$ cat src/hw/rtl/u16u8_pkg.sv
// Shared types, constants and the UTF-8 encode function of the UTF-16LE to UTF-8 transcoder.
// No dependencies.
`default_nettype none
package u16u8_pkg;

  localparam int BYTE_W  = 8;
  localparam int KIND_W  = 2;
  localparam int CAP_W   = 17;
  localparam int CP_W    = 21;
  localparam int UNIT_W  = 16;
  localparam int SURR_W  = 10;

  localparam logic [CAP_W-1:0] CAP_RESET = 17'h10000;
  localparam int QUEUE_DEPTH = 4;

  // Result kinds
  localparam logic [KIND_W-1:0] KIND_BYTE     = 2'd0;
  localparam logic [KIND_W-1:0] KIND_TERM     = 2'd1;
  localparam logic [KIND_W-1:0] KIND_BAD      = 2'd2;
  localparam logic [KIND_W-1:0] KIND_OVERFLOW = 2'd3;

  localparam logic [UNIT_W-1:0] HIGH_SURR_LO = 16'hD800;
  localparam logic [UNIT_W-1:0] LOW_SURR_LO  = 16'hDC00;
  localparam logic [UNIT_W-1:0] LOW_SURR_HI  = 16'hDFFF;
  localparam logic [CP_W-1:0]   SUPP_BASE    = 21'h10000;
  localparam logic [CP_W-1:0]   MAX_3BYTE    = 21'h0FFFF;
  localparam logic [CP_W-1:0]   MAX_2BYTE    = 21'h007FF;
  localparam logic [CP_W-1:0]   MAX_1BYTE    = 21'h0007F;

  // One queued item of work: a status result, or 1..4 bytes with an optional terminator.
  typedef struct packed {
    logic [3:0][BYTE_W-1:0] bytes;
    logic [2:0]             nbytes;
    logic                   term;
    logic                   err;
    logic [KIND_W-1:0]      err_kind;
  } job_t;

  typedef struct packed {
    logic [3:0][BYTE_W-1:0] bytes;
    logic [2:0]             len;
  } enc_t;

  function automatic enc_t utf8_encode(input logic [CP_W-1:0] cp);
    enc_t e;
    e = '0;
    if (cp > MAX_3BYTE) begin
      e.bytes[0] = {5'b11110, cp[20:18]};
      e.bytes[1] = {2'b10, cp[17:12]};
      e.bytes[2] = {2'b10, cp[11:6]};
      e.bytes[3] = {2'b10, cp[5:0]};
      e.len      = 3'd4;
    end else if (cp > MAX_2BYTE) begin
      e.bytes[0] = {4'b1110, cp[15:12]};
      e.bytes[1] = {2'b10, cp[11:6]};
      e.bytes[2] = {2'b10, cp[5:0]};
      e.len      = 3'd3;
    end else if (cp > MAX_1BYTE) begin
      e.bytes[0] = {3'b110, cp[10:6]};
      e.bytes[1] = {2'b10, cp[5:0]};
      e.len      = 3'd2;
    end else begin
      e.bytes[0] = {1'b0, cp[6:0]};
      e.len      = 3'd1;
    end
    return e;
  endfunction

endpackage
`default_nettype wire

$ cat src/hw/rtl/u16u8_ifs.sv
// Valid/ready channel interfaces of the transcoder: UTF-16LE input, UTF-8 output, config write.
// Depends on u16u8_pkg.
`default_nettype none
interface u16u8_in_if;
  logic                           valid;
  logic                           ready;
  logic [u16u8_pkg::BYTE_W-1:0]   in_byte;
  logic                           in_last;
  modport source (output valid, output in_byte, output in_last, input ready);
  modport sink   (input valid, input in_byte, input in_last, output ready);
endinterface

interface u16u8_out_if;
  logic                           valid;
  logic                           ready;
  logic [u16u8_pkg::BYTE_W-1:0]   out_byte;
  logic [u16u8_pkg::KIND_W-1:0]   out_kind;
  logic                           out_last;
  modport source (output valid, output out_byte, output out_kind, output out_last, input ready);
  modport sink   (input valid, input out_byte, input out_kind, input out_last, output ready);
endinterface

interface u16u8_cfg_if;
  logic                           valid;
  logic                           ready;
  logic [u16u8_pkg::CAP_W-1:0]    data;
  modport source (output valid, output data, input ready);
  modport sink   (input valid, input data, output ready);
endinterface
`default_nettype wire

$ cat src/hw/rtl/u16u8_queue.sv
// Small flop FIFO of job records between the front and back ends.
// Depends on u16u8_pkg.
`default_nettype none
module u16u8_queue #(
  parameter int DEPTH = u16u8_pkg::QUEUE_DEPTH
) (
  input  wire                    clk,
  input  wire                    rst,
  input  wire                    push,
  input  u16u8_pkg::job_t        push_data,
  output logic                   full,
  input  wire                    pop,
  output u16u8_pkg::job_t        pop_data,
  output logic                   empty
);
  localparam int PTR_W = (DEPTH > 1) ? $clog2(DEPTH) : 1;
  localparam int CNT_W = $clog2(DEPTH + 1);
  localparam logic [PTR_W-1:0] LAST_PTR = PTR_W'(DEPTH - 1);
  localparam logic [CNT_W-1:0] FULL_CNT = CNT_W'(DEPTH);

  u16u8_pkg::job_t  mem [DEPTH];
  logic [PTR_W-1:0] wr_ptr;
  logic [PTR_W-1:0] rd_ptr;
  logic [CNT_W-1:0] count;

  assign full     = (count == FULL_CNT);
  assign empty    = (count == '0);
  assign pop_data = mem[rd_ptr];

  always_ff @(posedge clk) begin
    if (push) begin
      mem[wr_ptr] <= push_data;
    end
  end

  always_ff @(posedge clk) begin
    if (rst) begin
      wr_ptr <= '0;
      rd_ptr <= '0;
      count  <= '0;
    end else begin
      if (push) begin
        wr_ptr <= (wr_ptr == LAST_PTR) ? '0 : wr_ptr + 1'b1;
      end
      if (pop) begin
        rd_ptr <= (rd_ptr == LAST_PTR) ? '0 : rd_ptr + 1'b1;
      end
      if (push && !pop) begin
        count <= count + 1'b1;
      end else if (pop && !push) begin
        count <= count - 1'b1;
      end
    end
  end

`ifndef NO_ASSERTIONS
  a_no_push_full: assert property (@(posedge clk) disable iff (rst) !(push && full && !pop))
    else $error("queue written while full");
  a_no_pop_empty: assert property (@(posedge clk) disable iff (rst) !(pop && empty))
    else $error("queue read while empty");
`endif

endmodule
`default_nettype wire

$ cat src/hw/rtl/u16u8_front.sv
// Front end: takes UTF-16LE bytes, pairs units, joins surrogates, checks room,
// and queues one job per item that gives results. Depends on u16u8_pkg.
`default_nettype none
module u16u8_front (
  input  wire                               clk,
  input  wire                               rst,
  u16u8_in_if.sink                          utf16,
  input  wire [u16u8_pkg::CAP_W-1:0]        capacity,
  input  wire                               queue_full,
  output logic                              push,
  output u16u8_pkg::job_t                   job
);
  // per-string state
  logic                            odd_byte_held, odd_byte_held_next;
  logic [u16u8_pkg::BYTE_W-1:0]    held_low_byte, held_low_byte_next;
  logic                            high_surrogate_pending, high_surrogate_pending_next;
  logic [u16u8_pkg::SURR_W-1:0]    high_surrogate_bits, high_surrogate_bits_next;
  logic [u16u8_pkg::CAP_W-1:0]     bytes_written, bytes_written_next;
  logic                            dropping_after_error, dropping_after_error_next;

  logic                            acc;
  logic [u16u8_pkg::UNIT_W-1:0]    unit;
  logic                            is_high;
  logic                            is_low;
  logic [u16u8_pkg::CP_W-1:0]      cp;
  u16u8_pkg::enc_t                 enc;
  logic [u16u8_pkg::CAP_W:0]       room_need;
  logic                            no_room;
  logic                            have_cp;
  logic                            bad;

  assign utf16.ready = !queue_full;
  assign acc         = utf16.valid && utf16.ready;

  assign unit    = {utf16.in_byte, held_low_byte};
  assign is_high = (unit >= u16u8_pkg::HIGH_SURR_LO) && (unit < u16u8_pkg::LOW_SURR_LO);
  assign is_low  = (unit >= u16u8_pkg::LOW_SURR_LO) && (unit <= u16u8_pkg::LOW_SURR_HI);
  assign cp      = high_surrogate_pending
                 ? u16u8_pkg::SUPP_BASE + u16u8_pkg::CP_W'({high_surrogate_bits, unit[9:0]})
                 : u16u8_pkg::CP_W'(unit);
  assign enc       = u16u8_pkg::utf8_encode(cp);
  // bytes so far + this code point + terminator
  assign room_need = {1'b0, bytes_written} + (u16u8_pkg::CAP_W+1)'(enc.len)
                   + (u16u8_pkg::CAP_W+1)'(1);
  assign no_room   = room_need > {1'b0, capacity};

  always_comb begin
    odd_byte_held_next          = odd_byte_held;
    held_low_byte_next          = held_low_byte;
    high_surrogate_pending_next = high_surrogate_pending;
    high_surrogate_bits_next    = high_surrogate_bits;
    bytes_written_next          = bytes_written;
    dropping_after_error_next   = dropping_after_error;
    push    = 1'b0;
    job     = '0;
    have_cp = 1'b0;
    bad     = 1'b0;

    if (acc) begin
      if (dropping_after_error) begin
        if (utf16.in_last) begin
          dropping_after_error_next   = 1'b0;
          odd_byte_held_next          = 1'b0;
          held_low_byte_next          = '0;
          high_surrogate_pending_next = 1'b0;
          high_surrogate_bits_next    = '0;
          bytes_written_next          = '0;
        end
      end else if (!odd_byte_held) begin
        if (utf16.in_last) begin
          // odd byte count
          bad = 1'b1;
        end else begin
          odd_byte_held_next = 1'b1;
          held_low_byte_next = utf16.in_byte;
        end
      end else begin
        odd_byte_held_next = 1'b0;
        if (high_surrogate_pending) begin
          if (is_low) begin
            have_cp                     = 1'b1;
            high_surrogate_pending_next = 1'b0;
          end else begin
            bad = 1'b1;
          end
        end else if (is_high) begin
          if (utf16.in_last) begin
            bad = 1'b1;
          end else begin
            high_surrogate_pending_next = 1'b1;
            high_surrogate_bits_next    = unit[9:0];
          end
        end else if (is_low) begin
          bad = 1'b1;
        end else begin
          have_cp = 1'b1;
        end
      end

      if (bad || (have_cp && no_room)) begin
        push         = 1'b1;
        job.err      = 1'b1;
        job.err_kind = bad ? u16u8_pkg::KIND_BAD : u16u8_pkg::KIND_OVERFLOW;
        odd_byte_held_next          = 1'b0;
        high_surrogate_pending_next = 1'b0;
        dropping_after_error_next   = !utf16.in_last;
      end else if (have_cp) begin
        // room for bytes plus terminator was checked, so the terminator always fits
        push               = 1'b1;
        job.bytes          = enc.bytes;
        job.nbytes         = enc.len;
        job.term           = utf16.in_last;
        bytes_written_next = room_need[u16u8_pkg::CAP_W-1:0] - 1'b1;
      end

      if (utf16.in_last && !dropping_after_error) begin
        odd_byte_held_next          = 1'b0;
        held_low_byte_next          = '0;
        high_surrogate_pending_next = 1'b0;
        high_surrogate_bits_next    = '0;
        bytes_written_next          = '0;
        dropping_after_error_next   = 1'b0;
      end
    end
  end

  always_ff @(posedge clk) begin
    if (rst) begin
      odd_byte_held          <= 1'b0;
      held_low_byte          <= '0;
      high_surrogate_pending <= 1'b0;
      high_surrogate_bits    <= '0;
      bytes_written          <= '0;
      dropping_after_error   <= 1'b0;
    end else begin
      odd_byte_held          <= odd_byte_held_next;
      held_low_byte          <= held_low_byte_next;
      high_surrogate_pending <= high_surrogate_pending_next;
      high_surrogate_bits    <= high_surrogate_bits_next;
      bytes_written          <= bytes_written_next;
      dropping_after_error   <= dropping_after_error_next;
    end
  end

`ifndef NO_ASSERTIONS
  a_drop_silent: assert property (@(posedge clk) disable iff (rst)
      (acc && dropping_after_error) |-> !push)
    else $error("job queued while dropping");
`endif

endmodule
`default_nettype wire

$ cat src/hw/rtl/u16u8_back.sv
// Back end: unrolls queued jobs into result items, one per cycle while a job is queued and the output is ready.
// Depends on u16u8_pkg.
`default_nettype none
module u16u8_back (
  input  wire                  clk,
  input  wire                  rst,
  input  u16u8_pkg::job_t      head,
  input  wire                  queue_empty,
  output logic                 pop,
  u16u8_out_if.source          utf8
);
  u16u8_pkg::job_t cur;
  logic            cur_valid;
  logic [2:0]      pos;

  logic at_term;
  logic is_last;
  logic acc;
  logic done;

  assign at_term = !cur.err && (pos == cur.nbytes);
  assign is_last = cur.err || at_term || ((pos == cur.nbytes - 3'd1) && !cur.term);

  assign utf8.valid    = cur_valid;
  assign utf8.out_last = is_last;
  assign utf8.out_byte = (cur.err || at_term) ? '0 : cur.bytes[pos[1:0]];
  assign utf8.out_kind = cur.err ? cur.err_kind
                       : at_term ? u16u8_pkg::KIND_TERM : u16u8_pkg::KIND_BYTE;

  assign acc  = utf8.valid && utf8.ready;
  assign done = acc && is_last;
  assign pop  = (!cur_valid || done) && !queue_empty;

  always_ff @(posedge clk) begin
    if (pop) begin
      cur <= head;
    end
  end

  always_ff @(posedge clk) begin
    if (rst) begin
      cur_valid <= 1'b0;
      pos       <= '0;
    end else begin
      if (pop) begin
        cur_valid <= 1'b1;
        pos       <= '0;
      end else if (done) begin
        cur_valid <= 1'b0;
      end else if (acc) begin
        pos <= pos + 3'd1;
      end
    end
  end

`ifndef NO_ASSERTIONS
  a_status_last: assert property (@(posedge clk) disable iff (rst)
      (utf8.valid && utf8.out_kind != u16u8_pkg::KIND_BYTE) |-> utf8.out_last)
    else $error("status or terminator item without last flag");
  a_pos_range: assert property (@(posedge clk) disable iff (rst)
      cur_valid |-> (pos <= cur.nbytes))
    else $error("result position past end of job");
`endif

endmodule
`default_nettype wire

$ cat src/hw/rtl/utf16le_to_utf8_transcoder_unit.sv
// UTF-16LE to UTF-8 transcoder, top level: front end, job queue, back end, capacity register.
// Depends on u16u8_pkg, u16u8_ifs, u16u8_front, u16u8_queue, u16u8_back.
//
// Takes a UTF-16LE string one byte per item (in_last on the final byte) and gives
// UTF-8 bytes (kind 0), then a zero terminator (kind 1) after the last item. Bad
// surrogates or an odd byte count give one kind-2 item, lack of room under
// output_capacity gives one kind-3 item; after either the rest of the string is
// dropped silently up to its flagged byte. out_last marks the last result of each
// input item. Timing: the front end takes one input byte per cycle while the job
// queue has space; the back end sends one result per cycle while a job is queued
// and the output is ready, and its single output stage sets the sustained rate.
// With the queue empty, a completing input byte reaches its first result through
// the queue write, then the job load into the output stage. The capacity register
// is taken on any cycle (cfg.ready is always high) and should be written only while
// idle.
`default_nettype none
module utf16le_to_utf8_transcoder_unit #(
  parameter int QUEUE_DEPTH = u16u8_pkg::QUEUE_DEPTH
) (
  input  wire          clk,
  input  wire          rst,
  u16u8_in_if.sink     utf16,
  u16u8_out_if.source  utf8,
  u16u8_cfg_if.sink    cfg
);
  logic [u16u8_pkg::CAP_W-1:0] capacity;

  u16u8_pkg::job_t push_job;
  u16u8_pkg::job_t head_job;
  logic            push;
  logic            pop;
  logic            q_full;
  logic            q_empty;

  // output_capacity register
  assign cfg.ready = 1'b1;
  always_ff @(posedge clk) begin
    if (rst) begin
      capacity <= u16u8_pkg::CAP_RESET;
    end else if (cfg.valid) begin
      capacity <= cfg.data;
    end
  end

  // classify input, track per-string state
  u16u8_front u_front (
    .clk        (clk),
    .rst        (rst),
    .utf16      (utf16),
    .capacity   (capacity),
    .queue_full (q_full),
    .push       (push),
    .job        (push_job)
  );

  // decouples input acceptance from result serialization
  u16u8_queue #(
    .DEPTH (QUEUE_DEPTH)
  ) u_queue (
    .clk       (clk),
    .rst       (rst),
    .push      (push),
    .push_data (push_job),
    .full      (q_full),
    .pop       (pop),
    .pop_data  (head_job),
    .empty     (q_empty)
  );

  // one result item per cycle while the output is ready
  u16u8_back u_back (
    .clk         (clk),
    .rst         (rst),
    .head        (head_job),
    .queue_empty (q_empty),
    .pop         (pop),
    .utf8        (utf8)
  );

endmodule
`default_nettype wire

$ cat src/flat_wrapper.sv
// flat-port wrapper written by rule: the top's interface ports become plain ports
module utf16le_to_utf8_transcoder_unit_flat 
#(
  parameter int QUEUE_DEPTH = u16u8_pkg::QUEUE_DEPTH
)
  (clk, rst, utf16_valid, utf16_in_byte, utf16_in_last, utf16_ready, utf8_valid, utf8_out_byte, utf8_out_kind, utf8_out_last, utf8_ready, cfg_valid, cfg_data, cfg_ready);
  u16u8_in_if utf16_i ();
  u16u8_out_if utf8_i ();
  u16u8_cfg_if cfg_i ();
  input  wire clk;
  input  wire rst;
  input wire logic [$bits(utf16_i.valid)-1:0] utf16_valid;
  input wire logic [$bits(utf16_i.in_byte)-1:0] utf16_in_byte;
  input wire logic [$bits(utf16_i.in_last)-1:0] utf16_in_last;
  output wire logic [$bits(utf16_i.ready)-1:0] utf16_ready;
  output wire logic [$bits(utf8_i.valid)-1:0] utf8_valid;
  output wire logic [$bits(utf8_i.out_byte)-1:0] utf8_out_byte;
  output wire logic [$bits(utf8_i.out_kind)-1:0] utf8_out_kind;
  output wire logic [$bits(utf8_i.out_last)-1:0] utf8_out_last;
  input wire logic [$bits(utf8_i.ready)-1:0] utf8_ready;
  input wire logic [$bits(cfg_i.valid)-1:0] cfg_valid;
  input wire logic [$bits(cfg_i.data)-1:0] cfg_data;
  output wire logic [$bits(cfg_i.ready)-1:0] cfg_ready;
  assign utf16_i.valid = utf16_valid;
  assign utf16_i.in_byte = utf16_in_byte;
  assign utf16_i.in_last = utf16_in_last;
  assign utf16_ready = utf16_i.ready;
  assign utf8_valid = utf8_i.valid;
  assign utf8_out_byte = utf8_i.out_byte;
  assign utf8_out_kind = utf8_i.out_kind;
  assign utf8_out_last = utf8_i.out_last;
  assign utf8_i.ready = utf8_ready;
  assign cfg_i.valid = cfg_valid;
  assign cfg_i.data = cfg_data;
  assign cfg_ready = cfg_i.ready;
  utf16le_to_utf8_transcoder_unit #(.QUEUE_DEPTH(QUEUE_DEPTH)) u_core (.clk(clk), .rst(rst), .utf16(utf16_i), .utf8(utf8_i), .cfg(cfg_i));
endmodule
$ cat config.mk
export PLATFORM = sky130hd
export DESIGN_NAME = utf16le_to_utf8_transcoder_unit_flat
export DESIGN_NICKNAME = d
export VERILOG_FILES = /design/src/hw/rtl/u16u8_pkg.sv /design/src/hw/rtl/u16u8_ifs.sv /design/src/hw/rtl/u16u8_queue.sv /design/src/hw/rtl/u16u8_front.sv /design/src/hw/rtl/u16u8_back.sv /design/src/hw/rtl/utf16le_to_utf8_transcoder_unit.sv /design/src/flat_wrapper.sv
export SDC_FILE = /design/constraint.sdc
export NUM_CORES = 1
export LEC_CHECK = 0
export BUFFER_PORTS_ARGS = -buffer_cell sky130_fd_sc_hd__buf_2
export CAP_MARGIN = 10
export CORE_ASPECT_RATIO = 0.9
export CORE_MARGIN = 2
export CORE_UTILIZATION = 61
export CTS_BUF_LIST = sky130_fd_sc_hd__clkbuf_4 sky130_fd_sc_hd__clkbuf_8
export DETAILED_ROUTE_END_ITERATION = 10
export PLACE_DENSITY = 0.79
export SYNTH_ARGS = -nofsm -noshare
export SYNTH_HDL_FRONTEND = slang
export SYNTH_HIERARCHICAL = 1
export SYNTH_SLANG_ARGS = --single-unit
$ cat constraint.sdc
create_clock -name clk -period 6.7 [get_ports clk]
set_input_delay 1.005 -clock clk [delete_from_list [all_inputs] [get_ports clk]]
set_output_delay 1.005 -clock clk [all_outputs]
set_load 0.02 [all_outputs]
# [After elaboration in Yosys (flattened, before gate mapping)]
# Memories as Yosys holds them, arrays and structs flattened. A register that Yosys moved wholly into a read port is not among the register bits.
# Index checks and enable logic that the tools add are counted.
[totals] mem_bits_rw=156 word_cells=153 regBits=66 memories=1 output_inout_bits=14
[classes] reduce_logical=37 n_lt_le_gt_ge=9 mux=73 eq_ne=10 addsub=10 bitwise_logic=1
[memory_table] memory="u_core.u_queue.mem" depth=4 word_bits=39 read_ports=1 rd_clocked_by_memory_dff=1 write_ports=1 line_no="u16u8_queue.sv:21" rtl="u16u8_pkg::job_t mem [DEPTH];"
[op_table] operator="17-bit two-way mux" count=5
[op_table] operator="8-bit two-way mux" count=10
[op_table] operator="36-bit two-way mux" count=2
[op_table] operator="10-bit two-way mux" count=7
[op_table] operator="39-bit two-way mux" count=1
[op_table] operator="1-bit two-way mux" count=37
[op_table] operator="16-bit greater-or-equal comparator, second input constant" count=2
[op_table] operator="27-bit two-way mux" count=1
[op_table] operator="17-bit by 20-bit adder with 21-bit output, first input constant" count=1
[op_table] operator="21-bit by 11-bit > comparator with 1-bit output, second input constant" count=1
[op_table] operator="21-bit by 16-bit > comparator with 1-bit output, second input constant" count=1
[op_table] operator="21-bit by 7-bit > comparator with 1-bit output, second input constant" count=1
[op_table] operator="21-bit two-way mux" count=1
[op_table] operator="19-bit two-way mux" count=1
[op_table] operator="17-bit by 3-bit adder with 18-bit output" count=1
[op_table] operator="18-bit by 1-bit adder with 18-bit output, second input constant" count=1
[op_table] operator="18-bit by 17-bit > comparator with 1-bit output" count=1
[op_table] operator="17-bit by 1-bit subtractor with 17-bit output, second input constant" count=1
[op_table] operator="8-bit binary-select mux with 2-bit select" count=1
[op_table] operator="16-bit less-or-equal comparator, second input constant" count=1
[op_table] operator="16-bit less-than comparator, second input constant" count=1
[op_table] operator="1-bit logical AND" count=12
[op_table] operator="11-bit two-way mux" count=1
[op_table] operator="1-bit zero test" count=9
[op_table] operator="23 further kinds" count=40

# [Longest topological paths before layout]
# Gate-level depths: netlist of the first run.
[depth] word_depth=17 depth_mapped=26 ltp_nobuf=22

# [Modules after synthesis]
# Netlist of the first run, hierarchy kept.
[modules_own_cells] mod="u16u8_queue" seq_area_each_um2=4864.7 instances=1 area_each_um2=6058.3 cells_per_inst=247
[modules_own_cells] mod="u16u8_front" seq_area_each_um2=760.7 instances=1 area_each_um2=3733.6 cells_per_inst=517
[modules_own_cells] mod="u16u8_back" seq_area_each_um2=1251.2 instances=1 area_each_um2=1775.5 cells_per_inst=99
[modules_own_cells] mod="utf16le_to_utf8_transcoder_unit" seq_area_each_um2=340.3 instances=1 area_each_um2=628.1 cells_per_inst=57

# [Worst setup path after synthesis of the first run]
# No wires, ideal clock.
[synth_path] kind="input to register" startpoint="input port utf16_in_byte[4]" endpoint="memory u_core/u_queue/mem[0][22] (netlist bit), data pin" arrival_time_ps=5583 n_path_buf=5 setup_slack_ps=863 path_stages=23 cell_sequence="mux2_2 > or3_1 > or3_1 > clkbuf_1 > buf_2 > nor2_1 > nor2_1 > ha_1 > nand3b_1 > a2111oi_2 > nand2_1 > xor2_1 > inv_1 > ha_1 > nand4_1 > nor3_1 > a21o_1 > a311o_1 > buf_2 > nand3_1 > clkbuf_1 > nor2_1 > buf_4"
[synth_rtl] element="start: declaration" line_no="flat_wrapper.sv:13" rtl="input wire logic [$bits(utf16_i.in_byte)-1:0] utf16_in_byte;"
[synth_rtl] element="end: declaration" line_no="u16u8_queue.sv:21"

==> results by group, run 1 <==
Timing
  • Endpoints failing setup: 0
  • Setup TNS: 0 ps
  • Worst-margin pin slew: 1146 ps
  • Clock skew: 30.01 ps
  • Pins Over Slew Limit: 0
  • F_max: 165.6 MHz
  • Rel. slew slack: 0.2335
  • Period utilisation layout: 0.9010
  • Final min period: just over 6000 ps
  • RSZ-0062 raised after global routing: no
  • Final worst hold slack: 458.4 ps
  • Final count of hold timing violations: 0

Critical path
  • Max incr delay on CP: 540 ps
  • Crit path max-delay family: simple AND/OR/NAND/NOR gates
  • CP Capture Type: flop
  • Max Fanout on Critical Path: 9
  • CP Launch Type: flop
  • Slowest-stage cell, CP: or4_4
  • CP Class: reg2reg
  • Crit path DAT: between 6000 and 7000 ps
  • WP data required: 7000 ps
  • Crit-path cells: mux2_2 -> or3_1 -> or3_1 -> o21ai_0 -> ha_1 -> inv_1 -> fa_1 -> a21oi_1 -> buf_4 -> nor3b_1 -> or2_2 -> ha_1 -> nand4_1 -> nor3_1 -> a21oi_1 -> or4_4 -> nor2_2 -> nand2_1 -> nor3_1
  • Critical R2R Launch: u_core/u_front/high_surrogate_pending
  • R2R Setup Slk: 660 ps
  • R2r endpoint: u_core/u_queue/mem[0][27]
  • Buf/Inv on CP: 2
  • R2R depth: 19

Synthesis
  • Prevailing post-synth register cell: edfxtp_1
  • Adder-Cell Fraction of Synth Area: 0.03406
  • Post-synthesis sequential area ratio: 0.5918
  • Synthesized flop and latch total: 263
  • Largest family of logic cells by synthesized area: simple AND/OR/NAND/NOR gates
  • Netlist cell types: 81
  • XOR/XNOR share of the synthesized area: 0.02493
  • Ys Warns: 6
  • Synthesized instance count: roughly 900
  • Number of synthesized flops with an enable pin: slightly below 200
  • Syn avg cell area: 13.26 um^2
  • Asr flop ratio synth: 0
  • Simple-gate share of the synthesized area: 0.1207
  • Compound-gate portion of the synthesized area: 0.08064
  • Mux cell area share after synthesis: 0.1094
  • Mapped cell area: 0.01220 mm^2

Place
  • IO Port Bufs: 43
  • Placed Cells: 1,186
  • DP Wirelength: approximately 16,000 um
  • RePlAce Congestion: 0.9668

Job
  • Maxcap violations: 0

GRT
  • Grt met3 use: 0.04357
  • Vias in the first global route: 7,377
  • Largest net degree at the start of global routing: 42
  • M1 GR Usage: 0.3476
  • GRT met2 Usage: 0.3517
  • Initial antenna violation count: 0
  • Total gr overflow: 0
  • Gr usage total: 0.2311
  • Most used routing layer: met2
  • Global-route wire length before repair: 38,920 um

Layout
  • Final nets: around 1,000
  • Layout cells sized above 1: 0.2121
  • Filler Cell Count: ~1,400
  • Non-filler cells, final: roughly 1,300
  • Commonest non-fill, non-tap cell in the layout: edfxtp_1
  • Diodes inserted: 0
  • Area growth syn-to-layout: 9.870%
  • Most frequent cells in the layout: 195 x edfxtp_1, 76 x nor2_1, 66 x dfxtp_1, 58 x a21oi_1, 52 x nand2_1

Drt
  • Residual DRC: 0
  • Mean routed wirelength per cell: 18.96 um
  • 1st-iter DRT viols: 748
  • DR pass1 iterations: 5
  • Final WL: 23,960 um
  • Vias per Instance: 6.017
  • ANT nets after route: 0
  • DR vias: 7,605

Power
  • Static leakage: 4.743 nW
  • Switching share of total power: 0.2796
  • Gate power share: 0.206
  • Final Total Pwr: 4.393 mW
  • Worst VDD drop: 243.9 uV
  • Switching pwr: 1.228 mW
  • Sequential share of power: 0.491
  • Clk network pwr share: 0.303
  • Internal: 3.165 mW
  • Pwr Density: 327.9 mW/mm^2

Clocking
  • Clock Latency Late Sink: 560 ps
  • CTS tree: built
  • Total CTS buffers: 42
  • Root Buffer: clkbuf_8
  • Hold bufs inserted after CTS: 0
  • Cts repair resizes: 0
  • CTS clock-pin slew for the worst setup and hold paths: 60 ps
  • Number of H-tree branching levels: 2
  • CTS Buffer Depth: 3
  • Clk sink count: 263
  • Post CTS Setup Buffer Count: 0

Min path
  • Hold/Removal Path Class: reg2reg
  • Hold Path Depth: 2
  • Hold wc startpoint: u_core/u_front/high_surrogate_bits[2]
  • Hold endpoint: u_core/u_front/high_surrogate_bits[2]

Floorplan
  • Die Footprint: around 0.021 mm^2
  • Die Y: about 140 um
  • Row cnt: 49
  • Core Area: 0.01980 mm^2
  • Initial cell density of the core: 0.6158
  • Ports: 45
  • Die Wd: 153.0 um

Run status
  • Outcome: completed
[layout make-up]
cell class / count / area, um^2 / area share
timing repair buffer: 59 / 335.3 / 0.02503
tap: 255 / 319.1 / 0.02381
sequential: 263 / 7219 / 0.5388
clock buffer: 65 / 757.0 / 0.05649
inverter: 40 / 150.1 / 0.01121
multi-input combinational: 569 / 4539 / 0.3388
clock inverter: 13 / 78.83 / 0.005883
[how the worst max path moves through the flow]
stage / startpoint / end / slack, ps / cells after the start
2_1_floorplan: utf16_in_byte[4] / u_core/u_queue/mem[0][22] / 860 / 23
3_3_place_gp: utf16_in_byte[4] / u_core/u_queue/mem[1][16] / 430 / 20
3_5_place_dp: utf16_in_byte[4] / u_core/u_queue/mem[0][16] / 250 / 20
4_1_cts: u_core/u_front/high_surrogate_pending / u_core/u_queue/mem[0][16] / 730 / 19
5_1_grt: u_core/u_front/high_surrogate_pending / u_core/u_queue/mem[1][16] / 250 / 21
6_report: u_core/u_front/high_surrogate_pending / u_core/u_queue/mem[0][27] / 660 / 19
[power by group through the flow]
stage	Clock, mW	Combinational [mW]	Sequential, mW
global placement	0	0.897	2.17
global route	1.43	0.996	2.18
CTS	1.36	0.920	2.16
floorplan	0	0.740	2.13
detailed placement	0	0.917	2.19
finish	1.33	0.907	2.16
[flip-flops by register name (all words and copies together), names as in the netlist, 2 cells and up, named ones only]
register / flops
u_core/u_queue/wr_ptr: 2
u_core/u_front/high_surrogate_bits: 10
u_core/u_front/bytes_written: 17
u_core/capacity: 17
u_core/u_front/held_low_byte: 8
u_core/u_queue/rd_ptr: 2
u_core/u_back/pos: 3
u_core/u_back/cur: 39
u_core/u_queue/mem: 156
u_core/u_queue/count: 3
[kinds of logic after synthesis]
group | Yosys count
simple gates | 277
flops | 263
compound gates | 149
buf+inv | 90
mux | 74
xor+xnor | 33
fa+ha+maj | 32
other cells | 2
[metrics by stage]
| stage | setup WS (ps) | instance area (um^2) | utilization |
|---|---|---|---|
| 5_1_grt | 252.4 | 13400 | 0.6766 |
| 6_report | 663.1 | 13400 | 0.6766 |
| 2_1_floorplan | 863.4 | 12200 | - |
| 4_1_cts | 731.7 | 13400 | 0.6766 |
| 3_5_place_dp | 248.7 | 12560 | 0.6344 |
| 3_3_place_gp | 429.9 | 12560 | 0.6344 |
[cells in the mapped netlist (3+ instances only)]
library cell	number	area, um^2
buf_6	6	67.56
nor3_1	16	80.08
inv_1	39	146.4
or4_1	3	22.52
nand2_1	52	195.2
a22o_1	5	43.79
dfxtp_1	68	1361
a32oi_1	4	35.03
a21oi_1	59	295.3
edfxtp_1	195	5856
o21ai_0	15	75.07
nor4_1	5	31.28
nor2b_1	14	87.58
and2_1	9	56.30
a31oi_1	6	37.54
nand3b_1	7	52.55
nor3b_1	5	37.54
o211ai_1	4	30.03
clkbuf_1	22	82.58
o31ai_1	5	37.54
nand3_1	34	170.2
or4_4	4	45.04
a21o_1	8	60.06
o21bai_1	3	22.52
ha_1	30	375.4
xor2_1	10	87.58
a211oi_1	12	90.09
buf_2	7	35.03
xnor2_1	22	192.7
and3_1	13	81.33
nand4_1	8	50.05
mux2i_1	23	230.2
o21ai_1	3	15.01
and4_1	3	26.28
mux2_2	4	45.04
mux4_2	47	1059
buf_4	11	82.58
nand2b_1	5	31.28
nor2_1	76	285.3
or3_1	5	31.28
[worst min-delay path, stage by stage (launching register included)]
cell,delay (ps)
dfxtp_1,310
nand2_1,50
a21oi_1,50
[layer usage]
| metal | vias to the layer above | routed length, um | part of all wire |
|---|---|---|---|
| met5 | - | 0 | 0 |
| met4 | 0 | 423 | 0.018 |
| met3 | 39 | 1624 | 0.068 |
| met2 | 273 | 11130 | 0.46 |
| met1 | 3697 | 10780 | 0.45 |
| li1 | 3596 | - | - |
Note: power is estimated with default switching activity, not from simulation.
==> run 2, diff against run 1 <==
Clock period 6.7 ns to 6.4 ns, I/O delays scaled along.
==> run 2 against run 1 <==
Effect of this change: wire length increased by 3.5%; flip-flop and latch count stayed put; clock power is 8% higher; final cell count did not move; critical endpoint is now u_core/u_queue/mem[2][26]; clock skew shrank 14 ps.
==> results by group, run 2 (synthesized netlist as in run 1, its figures left out) <==
Critical path
  • CP Launch Type: flop
  • Max Fanout on Critical Path: 7
  • R2R Setup Slk: 440 ps
  • R2r endpoint: u_core/u_queue/mem[2][26]
  • Critical Path Source: u_core/u_front/high_surrogate_pending
  • R2R depth: 19
  • CP Capture Type: flop
  • CP Class: reg2reg
  • WP data required: 6690 ps
  • Critical R2R Launch: u_core/u_front/high_surrogate_pending
  • Crit path DAT: approximately 6300 ps

Drt
  • ANT nets after route: 0
  • Final WL: ~25,000 um
  • 1st-iter DRT viols: 645
  • Vias per Instance: around 6
  • Residual DRC: 0
  • DR vias: 7,752
  • Mean routed wirelength per cell: 19.62 um
  • DR pass1 iterations: 5

GRT
  • Vias in the first global route: about 7,700
  • Largest net degree at the start of global routing: between 40 and 50
  • Initial antenna violation count: 0
  • Total gr overflow: 0
  • Global-route wire length before repair: 39,960 um
  • Gr usage total: 0.2374

Floorplan
  • Row cnt: 49
  • Die Wd: 153.0 um
  • Ports: 45
  • Die Footprint: 0.02114 mm^2
  • Die Y: 138.1 um
  • Core Area: about 0.020 mm^2
  • Initial cell density of the core: 0.6158

Clocking
  • CTS Buffer Depth: 3
  • CTS clock-pin slew for the worst setup and hold paths: 60 ps
  • Post CTS Setup Buffer Count: 0
  • Total CTS buffers: 42
  • Root Buffer: clkbuf_8
  • Cts repair resizes: 0
  • Clk sink count: 263
  • Hold bufs inserted after CTS: 0
  • Clock Latency Late Sink: 550 ps
  • Number of H-tree branching levels: 2
  • CTS tree: built

Timing
  • Worst-margin pin slew: 1108 ps
  • Rel. slew slack: 0.2612
  • RSZ-0062 raised after global routing: no
  • Final count of hold timing violations: 0
  • Clock skew: ~16 ps
  • Pins Over Slew Limit: 0
  • Setup TNS: 0 ps
  • Period utilisation layout: 0.9313
  • Final min period: 5960 ps
  • Endpoints failing setup: 0
  • F_max: about 170 MHz

Job
  • Maxcap violations: 0

Place
  • DP Wirelength: between 15,000 and 20,000 um
  • IO Port Bufs: 43
  • RePlAce Congestion: approximately 0.95

Layout
  • Max reg flops: 156
  • Layout cells sized above 1: 0.2121
  • Final nets: ~1,000
  • Filler Cell Count: 1,376
  • Top flop regs: u_core/u_queue/mem x156, u_core/u_back/cur x39
  • Diodes inserted: 0
  • Commonest non-fill, non-tap cell in the layout: edfxtp_1
  • Largest reg by FF count: u_core/u_queue/mem
  • Most frequent cells in the layout: 195 x edfxtp_1, 76 x nor2_1, 66 x dfxtp_1, 58 x a21oi_1, 52 x nand2_1
  • Area growth syn-to-layout: 10.24%
  • Final Util: 0.6789

Min path
  • Hold endpoint: u_core/u_front/high_surrogate_bits[4]
  • Hold Path Depth: 2
  • Hold/Removal Path Class: reg2reg
  • Hold wc startpoint: u_core/u_front/high_surrogate_bits[4]

Run status
  • Outcome: completed

Power
  • Switching pwr: 1.293 mW
  • Gate power share: 0.205
  • Worst VDD drop: ~190 uV
  • Pwr Density: 346.0 mW/mm^2
  • Internal: around 3.4 mW
  • Clk network pwr share: 0.309
  • Static leakage: 4.758 nW
  • Sequential share of power: 0.486
  • Switching share of total power: 0.2781
run 2: changes by cell type in the layout (fill, tap and decap cells not counted), moves of 2 or more:
cell,delta
buf_4,+3
clkbuf_4,-7
clkbuf_8,+4
clkinv_2,-2
run 2: area by class of cell:
cell class / instances / area, um^2 / share of cell area
clock buffer: 62 / 759.5 / 0.05649
clock inverter: 13 / 98.84 / 0.007352
inverter: 40 / 150.1 / 0.01117
multi-input combinational: 569 / 4539 / 0.3376
sequential: 263 / 7219 / 0.5370
tap: 255 / 319.1 / 0.02373
timing repair buffer: 62 / 357.8 / 0.02662
run 2: power by group through the flow:
stage | logic, mW | clock network [mW] | registers, mW
floorplan | 0.775 | 0 | 2.23
global route | 1.04 | 1.54 | 2.28
CTS | 0.970 | 1.47 | 2.26
detailed placement | 0.967 | 0 | 2.30
global placement | 0.944 | 0 | 2.28
finish | 0.956 | 1.44 | 2.26
run 2: per-stage QoR:
stage	setup slack (ps)	instance area [um^2]	power, mW	cells	hold WS (ps)
after floorplan	608.4	12200	3.002	922	428.4
after global placement	165.9	12590	3.222	1189	438.7
after detailed placement	9.265	12590	3.264	1189	443.3
after CTS	481.1	13440	4.700	1264	451.9
after global routing	20.67	13440	4.868	1264	486.7
final	440.0	13440	4.651	1264	455.4
run 2: worst max-delay path, stage by stage, from the launching register on:
cell     delay (ps)
dfxtp_1         480
mux2_2          400
or3_1           400
or3_1           390
o21ai_0         270
ha_1            250
inv_1            70
fa_1            500
a21oi_1         230
buf_4           170
nor4_1           50
xor2_1          350
ha_1            190
nand4_1         170
nor3_1          320
a21oi_1         190
or4_4           540
nor2_2          120
nand2_1         180
a21oi_1         420
run 2: metal layers:
metal / GRT usage / vias up / wire length [um]
met5: 0 / - / 0
met4: 0.07115 / 0 / 391
met3: 0.04326 / 42 / 1808
met2: 0.3752 / 322 / 11710
met1: 0.3423 / 3799 / 10890
li1: - / 3589 / -
run 2: how the worst max path moves through the flow:
stage / endpoint / slack [ps] / cells past startpoint
after global placement: u_core/u_queue/mem[0][28] / 170 / 19
final: u_core/u_queue/mem[2][26] / 440 / 19
after detailed placement: u_core/u_queue/mem[0][16] / 9 / 20
after floorplan: u_core/u_queue/mem[0][22] / 610 / 23
after global routing: u_core/u_queue/mem[2][26] / 20 / 22
after CTS: u_core/u_queue/mem[0][16] / 480 / 18
